==> src/rtl/core/itp_pkg.sv <==
`default_nettype none
// ----------------------------------------------------------------------------
// itp_pkg: shared types and codes for the infix to postfix converter
// token kinds, result kinds, stack entry codes, operator precedence
// ----------------------------------------------------------------------------
package itp_pkg;

    localparam int unsigned DEFAULT_STACK_DEPTH = 16;

    // input token kinds
    localparam logic [2:0] CMD_OPERAND  = 3'd0;
    localparam logic [2:0] CMD_LPAREN   = 3'd1;
    localparam logic [2:0] CMD_RPAREN   = 3'd2;
    localparam logic [2:0] CMD_OPERATOR = 3'd3;
    localparam logic [2:0] CMD_ASSIGN   = 3'd4;
    localparam logic [2:0] CMD_END      = 3'd5;

    // operator codes
    localparam logic [2:0] OP_PLUS  = 3'd0;
    localparam logic [2:0] OP_MINUS = 3'd1;
    localparam logic [2:0] OP_TIMES = 3'd2;
    localparam logic [2:0] OP_DIV   = 3'd3;
    localparam logic [2:0] OP_POW   = 3'd4;
    localparam logic [2:0] OP_MOD   = 3'd5;

    // stack entries above the operator codes
    localparam logic [2:0] ENT_LPAREN = 3'd6;
    localparam logic [2:0] ENT_ASSIGN = 3'd7;

    // result kinds
    localparam logic [2:0] KIND_OPERAND  = 3'd0;
    localparam logic [2:0] KIND_OPERATOR = 3'd1;
    localparam logic [2:0] KIND_LPAREN   = 3'd2;
    localparam logic [2:0] KIND_ASSIGN   = 3'd3;
    localparam logic [2:0] KIND_END      = 3'd4;

    localparam logic [1:0] PREC_ADD = 2'd1;
    localparam logic [1:0] PREC_MUL = 2'd2;
    localparam logic [1:0] PREC_POW = 2'd3;

    // stack control from the sequencer
    typedef struct packed {
        logic       rd;
        logic       push;
        logic       pop;
        logic [2:0] wdata;
    } stk_ctl_t;

    // decision on the current top of stack
    typedef struct packed {
        logic pop;
        logic discard;
    } pop_dec_t;

    function automatic logic [1:0] prec_of(input logic [2:0] code);
        logic [1:0] p;
        p = PREC_ADD;
        if (code == OP_POW) begin
            p = PREC_POW;
        end else if (code == OP_TIMES || code == OP_DIV || code == OP_MOD) begin
            p = PREC_MUL;
        end
        return p;
    endfunction

    function automatic logic [2:0] entry_kind(input logic [2:0] ent);
        logic [2:0] k;
        k = KIND_OPERATOR;
        if (ent == ENT_LPAREN) begin
            k = KIND_LPAREN;
        end else if (ent == ENT_ASSIGN) begin
            k = KIND_ASSIGN;
        end
        return k;
    endfunction

    function automatic logic [2:0] entry_op(input logic [2:0] ent);
        logic [2:0] o;
        o = ent;
        if (ent == ENT_LPAREN || ent == ENT_ASSIGN) begin
            o = 3'd0;
        end
        return o;
    endfunction

endpackage
`default_nettype wire

==> src/rtl/core/itp_stack.sv <==
`default_nettype none
// ----------------------------------------------------------------------------
// itp_stack: bounded operator stack
// single port memory with registered top read and an entry count
// ----------------------------------------------------------------------------
module itp_stack #(
    parameter int unsigned STACK_DEPTH = itp_pkg::DEFAULT_STACK_DEPTH
) (
    input  wire logic             clk,
    input  wire logic             rst_n,
    input  wire itp_pkg::stk_ctl_t ctl,
    output logic [2:0]            rd_data,
    output logic                  empty,
    output logic                  full
);

    localparam int unsigned CW = $clog2(STACK_DEPTH + 1);
    localparam int unsigned AW = $clog2(STACK_DEPTH);

    logic [2:0]    mem [STACK_DEPTH];
    logic [CW-1:0] count_reg;
    logic [CW-1:0] count_next;
    logic [2:0]    rd_data_reg;
    logic [AW-1:0] rd_addr;

    assign empty   = (count_reg == '0);
    assign full    = (count_reg == CW'(STACK_DEPTH));
    assign rd_addr = AW'(count_reg - CW'(1));
    assign rd_data = rd_data_reg;

    always_comb
    begin
        count_next = count_reg;
        if (ctl.push && !full) begin
            count_next = count_reg + CW'(1);
        end else if (ctl.pop && !empty) begin
            count_next = count_reg - CW'(1);
        end
    end

    always_ff @(posedge clk or negedge rst_n)
    begin
        if (!rst_n) begin
            count_reg <= '0;
        end else begin
            count_reg <= count_next;
        end
    end

    always_ff @(posedge clk)
    begin
        if (ctl.push && !full) begin
            mem[count_reg[AW-1:0]] <= ctl.wdata;
        end
        if (ctl.rd) begin
            rd_data_reg <= mem[rd_addr];
        end
    end

endmodule
`default_nettype wire

==> src/rtl/core/itp_pop_unit.sv <==
`default_nettype none
// ----------------------------------------------------------------------------
// itp_pop_unit: shared top of stack decision
// precedence compare used once per examined stack entry
// ----------------------------------------------------------------------------
module itp_pop_unit (
    input  wire logic [2:0]        cmd,
    input  wire logic [2:0]        op,
    input  wire logic [2:0]        top,
    output itp_pkg::pop_dec_t      dec
);

    logic top_is_op;

    assign top_is_op = (top != itp_pkg::ENT_LPAREN) && (top != itp_pkg::ENT_ASSIGN);

    always_comb
    begin
        dec = '0;
        case (cmd)
            itp_pkg::CMD_RPAREN:
            begin
                // matching paren is dropped, anything else leaves
                if (top == itp_pkg::ENT_LPAREN) begin
                    dec.discard = 1'b1;
                end else begin
                    dec.pop = 1'b1;
                end
            end
            itp_pkg::CMD_OPERATOR:
            begin
                // left associative: pop on greater or equal precedence
                dec.pop = top_is_op && (itp_pkg::prec_of(top) >= itp_pkg::prec_of(op));
            end
            itp_pkg::CMD_END:
            begin
                dec.pop = 1'b1;
            end
            default:
            begin
                dec = '0;
            end
        endcase
    end

endmodule
`default_nettype wire

==> src/rtl/core/infix_to_postfix_converter_unit.sv <==
`default_nettype none
// ----------------------------------------------------------------------------
// infix_to_postfix_converter_unit: shunting-yard token converter
// takes classified infix tokens and delivers postfix tokens in order
// ----------------------------------------------------------------------------
// One item in is one classified token; it yields zero or more result items,
// the last of which carries last. An operand goes through the held slot and
// the flush state; a left paren or '=' is pushed straight from idle. Every
// stack entry that is examined takes a memory read, then a precedence
// decision in the shared pop unit, and an item that yields results closes in
// the flush or end state, which hands over its final result. An operator or
// right paren pops entries until the stack runs empty or it stops at an entry
// that stays or at the matching paren; an end token pops every entry before
// its end marker. A receiver that holds off stalls popping and the hand-over.
// The block takes no new item until the current one is finished, but a
// result still waiting on the output does not hold the input back. A push to
// a full stack is dropped and reported on the next end marker's overflow.
// ----------------------------------------------------------------------------
module infix_to_postfix_converter_unit #(
    parameter int unsigned STACK_DEPTH = itp_pkg::DEFAULT_STACK_DEPTH
) (
    input  wire logic        clk,
    input  wire logic        rst_n,
    // token input
    input  wire logic        in_valid,
    output logic             in_ready,
    input  wire logic [2:0]  cmd,
    input  wire logic [2:0]  op_code,
    input  wire logic [15:0] operand_ref,
    // postfix output
    output logic             out_valid,
    input  wire logic        out_ready,
    output logic [2:0]       out_kind,
    output logic [2:0]       out_op,
    output logic [15:0]      out_ref,
    output logic             overflow,
    output logic             last
);

    typedef enum logic [4:0] {
        ST_IDLE  = 5'b00001,
        ST_READ  = 5'b00010,
        ST_EVAL  = 5'b00100,
        ST_FLUSH = 5'b01000,
        ST_ENDM  = 5'b10000
    } state_t;

    state_t             state_reg, state_next;
    logic [2:0]         cmd_reg, cmd_next;
    logic [2:0]         op_reg, op_next;
    logic               ovf_reg, ovf_next;

    // held result: kept back one step so that last can be set on it
    logic               held_valid_reg, held_valid_next;
    logic [2:0]         held_kind_reg, held_kind_next;
    logic [2:0]         held_op_reg, held_op_next;
    logic [15:0]        held_ref_reg, held_ref_next;

    // output register
    logic               out_valid_reg, out_valid_next;
    logic [2:0]         out_kind_reg, out_kind_next;
    logic [2:0]         out_op_reg, out_op_next;
    logic [15:0]        out_ref_reg, out_ref_next;
    logic               out_ovf_reg, out_ovf_next;
    logic               out_last_reg, out_last_next;

    itp_pkg::stk_ctl_t  stk_ctl;
    logic [2:0]         stk_top;
    logic               stk_empty;
    logic               stk_full;
    itp_pkg::pop_dec_t  dec;
    logic               slot_free;

    itp_stack #(
        .STACK_DEPTH (STACK_DEPTH)
    ) u_stack (
        .clk     (clk),
        .rst_n   (rst_n),
        .ctl     (stk_ctl),
        .rd_data (stk_top),
        .empty   (stk_empty),
        .full    (stk_full)
    );

    itp_pop_unit u_pop (
        .cmd (cmd_reg),
        .op  (op_reg),
        .top (stk_top),
        .dec (dec)
    );

    assign slot_free = !out_valid_reg || out_ready;
    assign in_ready  = (state_reg == ST_IDLE);
    assign out_valid = out_valid_reg;
    assign out_kind  = out_kind_reg;
    assign out_op    = out_op_reg;
    assign out_ref   = out_ref_reg;
    assign overflow  = out_ovf_reg;
    assign last      = out_last_reg;

    always_comb
    begin
        state_next      = state_reg;
        cmd_next        = cmd_reg;
        op_next         = op_reg;
        ovf_next        = ovf_reg;
        held_valid_next = held_valid_reg;
        held_kind_next  = held_kind_reg;
        held_op_next    = held_op_reg;
        held_ref_next   = held_ref_reg;
        out_valid_next  = out_valid_reg && !out_ready;
        out_kind_next   = out_kind_reg;
        out_op_next     = out_op_reg;
        out_ref_next    = out_ref_reg;
        out_ovf_next    = out_ovf_reg;
        out_last_next   = out_last_reg;
        stk_ctl         = '0;

        case (state_reg)
            ST_IDLE:
            begin
                if (in_valid) begin
                    cmd_next = cmd;
                    op_next  = op_code;
                    case (cmd)
                        itp_pkg::CMD_OPERAND:
                        begin
                            held_valid_next = 1'b1;
                            held_kind_next  = itp_pkg::KIND_OPERAND;
                            held_op_next    = 3'd0;
                            held_ref_next   = operand_ref;
                            state_next      = ST_FLUSH;
                        end
                        itp_pkg::CMD_LPAREN:
                        begin
                            stk_ctl.push  = 1'b1;
                            stk_ctl.wdata = itp_pkg::ENT_LPAREN;
                            if (stk_full) begin
                                ovf_next = 1'b1;
                            end
                        end
                        itp_pkg::CMD_ASSIGN:
                        begin
                            stk_ctl.push  = 1'b1;
                            stk_ctl.wdata = itp_pkg::ENT_ASSIGN;
                            if (stk_full) begin
                                ovf_next = 1'b1;
                            end
                        end
                        itp_pkg::CMD_RPAREN,
                        itp_pkg::CMD_END:
                        begin
                            state_next = ST_READ;
                        end
                        itp_pkg::CMD_OPERATOR:
                        begin
                            // unknown operator codes are ignored
                            if (op_code <= itp_pkg::OP_MOD) begin
                                state_next = ST_READ;
                            end
                        end
                        default:
                        begin
                            state_next = ST_IDLE;
                        end
                    endcase
                end
            end

            ST_READ:
            begin
                if (stk_empty) begin
                    case (cmd_reg)
                        itp_pkg::CMD_OPERATOR:
                        begin
                            stk_ctl.push  = 1'b1;
                            stk_ctl.wdata = op_reg;
                            if (stk_full) begin
                                ovf_next = 1'b1;
                            end
                            state_next = ST_FLUSH;
                        end
                        itp_pkg::CMD_END:
                        begin
                            state_next = ST_ENDM;
                        end
                        default:
                        begin
                            state_next = ST_FLUSH;
                        end
                    endcase
                end else begin
                    stk_ctl.rd = 1'b1;
                    state_next = ST_EVAL;
                end
            end

            ST_EVAL:
            begin
                if (dec.pop) begin
                    // pop the top into the held slot once the old one can leave
                    if (!held_valid_reg || slot_free) begin
                        if (held_valid_reg) begin
                            out_valid_next = 1'b1;
                            out_kind_next  = held_kind_reg;
                            out_op_next    = held_op_reg;
                            out_ref_next   = held_ref_reg;
                            out_ovf_next   = 1'b0;
                            out_last_next  = 1'b0;
                        end
                        held_valid_next = 1'b1;
                        held_kind_next  = itp_pkg::entry_kind(stk_top);
                        held_op_next    = itp_pkg::entry_op(stk_top);
                        held_ref_next   = 16'd0;
                        stk_ctl.pop     = 1'b1;
                        state_next      = ST_READ;
                    end
                end else if (dec.discard) begin
                    // matching left paren found
                    stk_ctl.pop = 1'b1;
                    state_next  = ST_FLUSH;
                end else begin
                    // popping stopped, operator goes on the stack
                    stk_ctl.push  = 1'b1;
                    stk_ctl.wdata = op_reg;
                    if (stk_full) begin
                        ovf_next = 1'b1;
                    end
                    state_next = ST_FLUSH;
                end
            end

            ST_FLUSH:
            begin
                if (!held_valid_reg) begin
                    state_next = ST_IDLE;
                end else if (slot_free) begin
                    out_valid_next  = 1'b1;
                    out_kind_next   = held_kind_reg;
                    out_op_next     = held_op_reg;
                    out_ref_next    = held_ref_reg;
                    out_ovf_next    = 1'b0;
                    out_last_next   = 1'b1;
                    held_valid_next = 1'b0;
                    state_next      = ST_IDLE;
                end
            end

            ST_ENDM:
            begin
                if (slot_free) begin
                    out_valid_next = 1'b1;
                    if (held_valid_reg) begin
                        out_kind_next   = held_kind_reg;
                        out_op_next     = held_op_reg;
                        out_ref_next    = held_ref_reg;
                        out_ovf_next    = 1'b0;
                        out_last_next   = 1'b0;
                        held_valid_next = 1'b0;
                    end else begin
                        // end marker carries the sticky drop flag
                        out_kind_next = itp_pkg::KIND_END;
                        out_op_next   = 3'd0;
                        out_ref_next  = 16'd0;
                        out_ovf_next  = ovf_reg;
                        out_last_next = 1'b1;
                        ovf_next      = 1'b0;
                        state_next    = ST_IDLE;
                    end
                end
            end

            default:
            begin
                state_next = ST_IDLE;
            end
        endcase
    end

    always_ff @(posedge clk or negedge rst_n)
    begin
        if (!rst_n) begin
            state_reg      <= ST_IDLE;
            ovf_reg        <= 1'b0;
            held_valid_reg <= 1'b0;
            out_valid_reg  <= 1'b0;
        end else begin
            state_reg      <= state_next;
            ovf_reg        <= ovf_next;
            held_valid_reg <= held_valid_next;
            out_valid_reg  <= out_valid_next;
        end
    end

    always_ff @(posedge clk)
    begin
        cmd_reg       <= cmd_next;
        op_reg        <= op_next;
        held_kind_reg <= held_kind_next;
        held_op_reg   <= held_op_next;
        held_ref_reg  <= held_ref_next;
        out_kind_reg  <= out_kind_next;
        out_op_reg    <= out_op_next;
        out_ref_reg   <= out_ref_next;
        out_ovf_reg   <= out_ovf_next;
        out_last_reg  <= out_last_next;
    end

    // nothing may be left over from the previous item when a new one enters
    a_ready_clean: assert property (@(posedge clk) disable iff (!rst_n)
        in_ready |-> !held_valid_reg)
        else $error("held result present while ready");

    // overflow only ever rides on the end marker
    a_ovf_end: assert property (@(posedge clk) disable iff (!rst_n)
        (out_valid && overflow) |-> (out_kind == itp_pkg::KIND_END))
        else $error("overflow on a non-end result");

    // end marker always closes its item
    a_end_last: assert property (@(posedge clk) disable iff (!rst_n)
        (out_valid && out_kind == itp_pkg::KIND_END) |-> last)
        else $error("end marker without last");

    // a dropped push must be remembered
    a_drop_flag: assert property (@(posedge clk) disable iff (!rst_n)
        (stk_ctl.push && stk_full) |=> ovf_reg)
        else $error("dropped push not flagged");

endmodule
`default_nettype wire

==> config.mk <==
export PLATFORM = sky130hd
export DESIGN_NAME = infix_to_postfix_converter_unit
export DESIGN_NICKNAME = d
export VERILOG_FILES = /design/src/rtl/core/itp_pkg.sv /design/src/rtl/core/itp_stack.sv /design/src/rtl/core/itp_pop_unit.sv /design/src/rtl/core/infix_to_postfix_converter_unit.sv
export SDC_FILE = /design/constraint.sdc
export NUM_CORES = 1
export LEC_CHECK = 0
export BUFFER_PORTS_ARGS = -buffer_cell sky130_fd_sc_hd__buf_2
export CORE_MARGIN = 2
export CORE_UTILIZATION = 50
export DETAILED_ROUTE_END_ITERATION = 10
export PLACE_DENSITY = 0.69
export SYNTH_ARGS = -nofsm -noshare
export SYNTH_HDL_FRONTEND = slang
export SYNTH_HIERARCHICAL = 1
export SYNTH_SLANG_ARGS = --single-unit
==> constraint.sdc <==
create_clock -name clk -period 9.05 [get_ports clk]
set_input_delay 0.4525 -clock clk [delete_from_list [all_inputs] [get_ports clk]]
set_output_delay 0.4525 -clock clk [all_outputs]
set_load 0.02 [all_outputs]
==> flow_metrics.py <==
metrics = {
    "synthesis": {
        "ys_seq_area_share_pct": 64.8,
        "synth.avg_cell_area_um2": 13.8,
        "synth_nets": 410,
        "synth_ff_type": "edfxtp_1",
        "synth_area_leaders": "edfxtp_1, dfrtp_1, and2_1",
        "synth_enable_flop_cells": 102,
        "yosys_warnings": 6,
        "synth_cell_types": 65,
        "yosys_register_bits": 115,
        "post-synth-top-area-fraction_pct": 58.6,
        "synth_area_leader_cell": "edfxtp_1",
        "async_flop_share_pct": 11.3,
        "synth_area_um2": 5230,
        "synth_cells": 378,
    },
    "cts": {
        "clkSinkCount": 115,
        "clk_latency_ns": 0.51,
        "cts.path.max_buffers": 2,
        "cts_resized": 0,
        "htree_levels": 4,
        "clkSlewWorstSetupHoldPaths_ns": 0.06,
        "cts_root_buf": "clkbuf_8",
        "cts_tree": "built",
        "cts_buffers": 17,
    },
    "setup_path": {
        "crit_required_ns": 9.23,
        "end_kind": "register",
        "crit_path_cell_trace": "inv_1, ha_1, or4b_1, inv_1, nand2_1, o32ai_2, or2_1, nand2_1, nor2_1",
        "rr_endpoint": "u_stack/mem[10][1]",
        "rrSetupSlack_ns": 5.65,
        "worstSetupPathType": "reg -> reg",
        "crit_path_start": "u_stack/count_reg[0]",
        "ff2ff_path_depth": 9,
        "cp_top_family": "simple AND/OR/NAND/NOR gates",
        "start_kind": "register",
        "cpPeakStageDelay_ns": 0.62,
        "critPathArrivalTime_ns": 3.58,
        "path_buf_inv": 2,
        "crit_slowest_cell": "dfrtp_1",
        "r2r_start": "u_stack/count_reg[0]",
        "path_max_fanout": 16,
    },
    "floorplan": {
        "initial_core_util_pct": 51.1,
        "die_x_um": 106,
        "die-area_um2": 11300,
        "die_h_um": 106,
        "core_area_um2": 10200,
        "ios": 52,
        "fp-row-count": 37,
    },
    "timing": {
        "tightest_slew_ns": 1.10,
        "finalHoldViolCount": 0,
        "final.setup_skew_ns": 0.00714,
        "timing.slew.headroom_pct": 26.5,
        "period_minus_slack_ns": 3.40,
        "finalCritPeriodShare_pct": 37.5,
        "slew_violations": 0,
        "whs_ns": 0.118,
        "fin_ws_ns": 5.65,
        "setup_tns_ns": 0,
        "fmaxAchievable_ghz": 0.294,
        "rsz0062_at_grt": "no",
        "setup_viol": 0,
    },
    "status": {
        "status": "finished, final reports clean",
    },
    "power": {
        "power.share.clock_pct": 34.3,
        "p_sw_share_pct": 30.4,
        "switchingPower_uw": 585,
        "p_comb_share_pct": 26.2,
        "power.internal_mw": 1.34,
        "leakage_nw": 2.32,
        "powerDensity_nw_per_um2": 311,
        "seq_power_share_pct": 39.5,
        "vdd_ir_drop_max_mv": 0.163,
    },
    "hold_path": {
        "hold_path.class": "in -> reg",
        "hold_end": "op_reg[0]",
        "worstHoldStart": "op_code[0]",
        "holdPathStages": 1,
    },
    "routing": {
        "ant_nets": 0,
        "wl_per_cell_um": 16.4,
        "wl_um": 9610,
        "viasPerCell": 5.47,
        "dr.pass1.iters": 5,
        "drt-initial-drc-count": 268,
        "via_count": 3203,
        "drc_errors": 0,
    },
    "grt": {
        "grt_usage_pct": 18.4,
        "grt.overflow.total": 0,
        "grt_pass1_wl_um": 15800,
        "antenna_found_initial": 0,
        "grt_pass1_vias": 3148,
        "grt_max_degree": 28,
    },
    "placement": {
        "dpl.hpwl_um": 6440,
        "dp_cells": 553,
        "io_buffers": 51,
        "gp_congestion": 0.868,
        "post-place-ws_ns": 5.66,
    },
    "cells_and_area": {
        "diodes": 0,
        "finalNonFillerCells": 586,
        "multi_input_area_um2": 1720,
        "fin_nets": 469,
        "largest_reg_flops": 48,
        "drive_above_1_share_pct": 24.4,
        "seqCellArea_um2": 3390,
        "syn_to_final_growth_pct": 18.5,
        "n_fill_cell": 781,
        "layout_commonest_cell": "edfxtp_1",
        "layout_common_cells": "edfxtp_1, buf_2, and2_1",
    },
    "flow_run": {
        "maxCapViolations": 0,
    },
}
-- worst max path at each step --
stage / end / slack, ns / depth (start not counted)
2_1_floorplan: last / 5.71 / 9
3_3_place_gp: out_ref[10] / 5.75 / 9
3_5_place_dp: out_ref[4] / 5.66 / 9
4_1_cts: out_ref[8] / 5.64 / 9
5_1_grt: out_ref[9] / 5.31 / 11
6_report: u_stack/mem[10][1] / 5.65 / 9
-- per-layer routing --
metal / wire (µm) / global-route usage (%)
met1: 4450 / 25.7
met2: 4500 / 28.4
met3: 553 / 4.97
met4: 106 / 5.92
met5: 0 / 0
-- power groups by stage --
stage / clock, mW / combinational (mW) / sequential, mW
2_1_floorplan: 0 / 0.418 / 0.743
3_3_place_gp: 0 / 0.493 / 0.766
3_5_place_dp: 0 / 0.501 / 0.770
4_1_cts: 0.670 / 0.506 / 0.761
5_1_grt: 0.698 / 0.557 / 0.772
6_report: 0.661 / 0.505 / 0.761
-- through the flow --
| step | cell area [µm²] | utilization (%) | power (mW) |
|---|---|---|---|
| 2_1_floorplan | 5230 | - | 1.16 |
| 3_3_place_gp | 5590 | 54.6 | 1.26 |
| 5_1_grt | 6200 | 60.6 | 2.03 |
| 6_report | 6200 | 60.6 | 1.93 |
| 4_1_cts | 6200 | 60.6 | 1.94 |
| 3_5_place_dp | 5590 | 54.6 | 1.27 |
-- cells by family after synthesis --
family          after synthesis  synth area share [%]
buf+inv                      26                  2.30
mux                          23                  5.93
compound gates               53                  7.82
simple gates                146                  16.1
fa+ha+maj                     6                  1.44
xor+xnor                      9                  1.65
flops                       115                  64.8
-- final cells by class --
type | count | share of cell area [%]
multi-input combinational | 237 | 27.8
sequential | 115 | 54.7
inverter | 14 | 0.848
tap | 136 | 2.75
clock inverter | 15 | 2.95
timing repair buffer | 52 | 4.28
clock buffer | 17 | 6.68
-- cells in the mapped netlist, drive strengths merged (2+ instances only) --
master / count
xor2: 5
a221oi: 3
a31oi: 2
and3: 3
dfrtp: 12
o21ai: 12
edfxtp: 102
mux2i: 13
a32o: 3
buf: 5
nor3: 4
o22ai: 4
clkbuf: 7
a21oi: 7
nand4: 3
nor2: 34
ha: 6
and3b: 2
a22o: 3
and2: 40
o221a: 2
o2111ai: 3
nand3b: 5
mux4: 6
nand2: 22
inv: 14
nand3: 10
or3: 3
xnor2: 4
nor3b: 5
mux2: 4
a21o: 3
nor2b: 5
nand2b: 4
-- repair_timing --
item                                   4_1_cts  5_1_grt
hold buffers                                 1        0
setup buffers                                0        0
endpoints found under the hold margin       12        0
-- worst register-to-register path: cells and delay by family (launching register included) --
kind	cells	cell delay, ns
compound gates	1	0.19
fa+ha+maj	1	0.32
buf+inv	2	0.40
flops	1	0.62
simple gates	5	1.55
(Power assumes the default switching activity.)
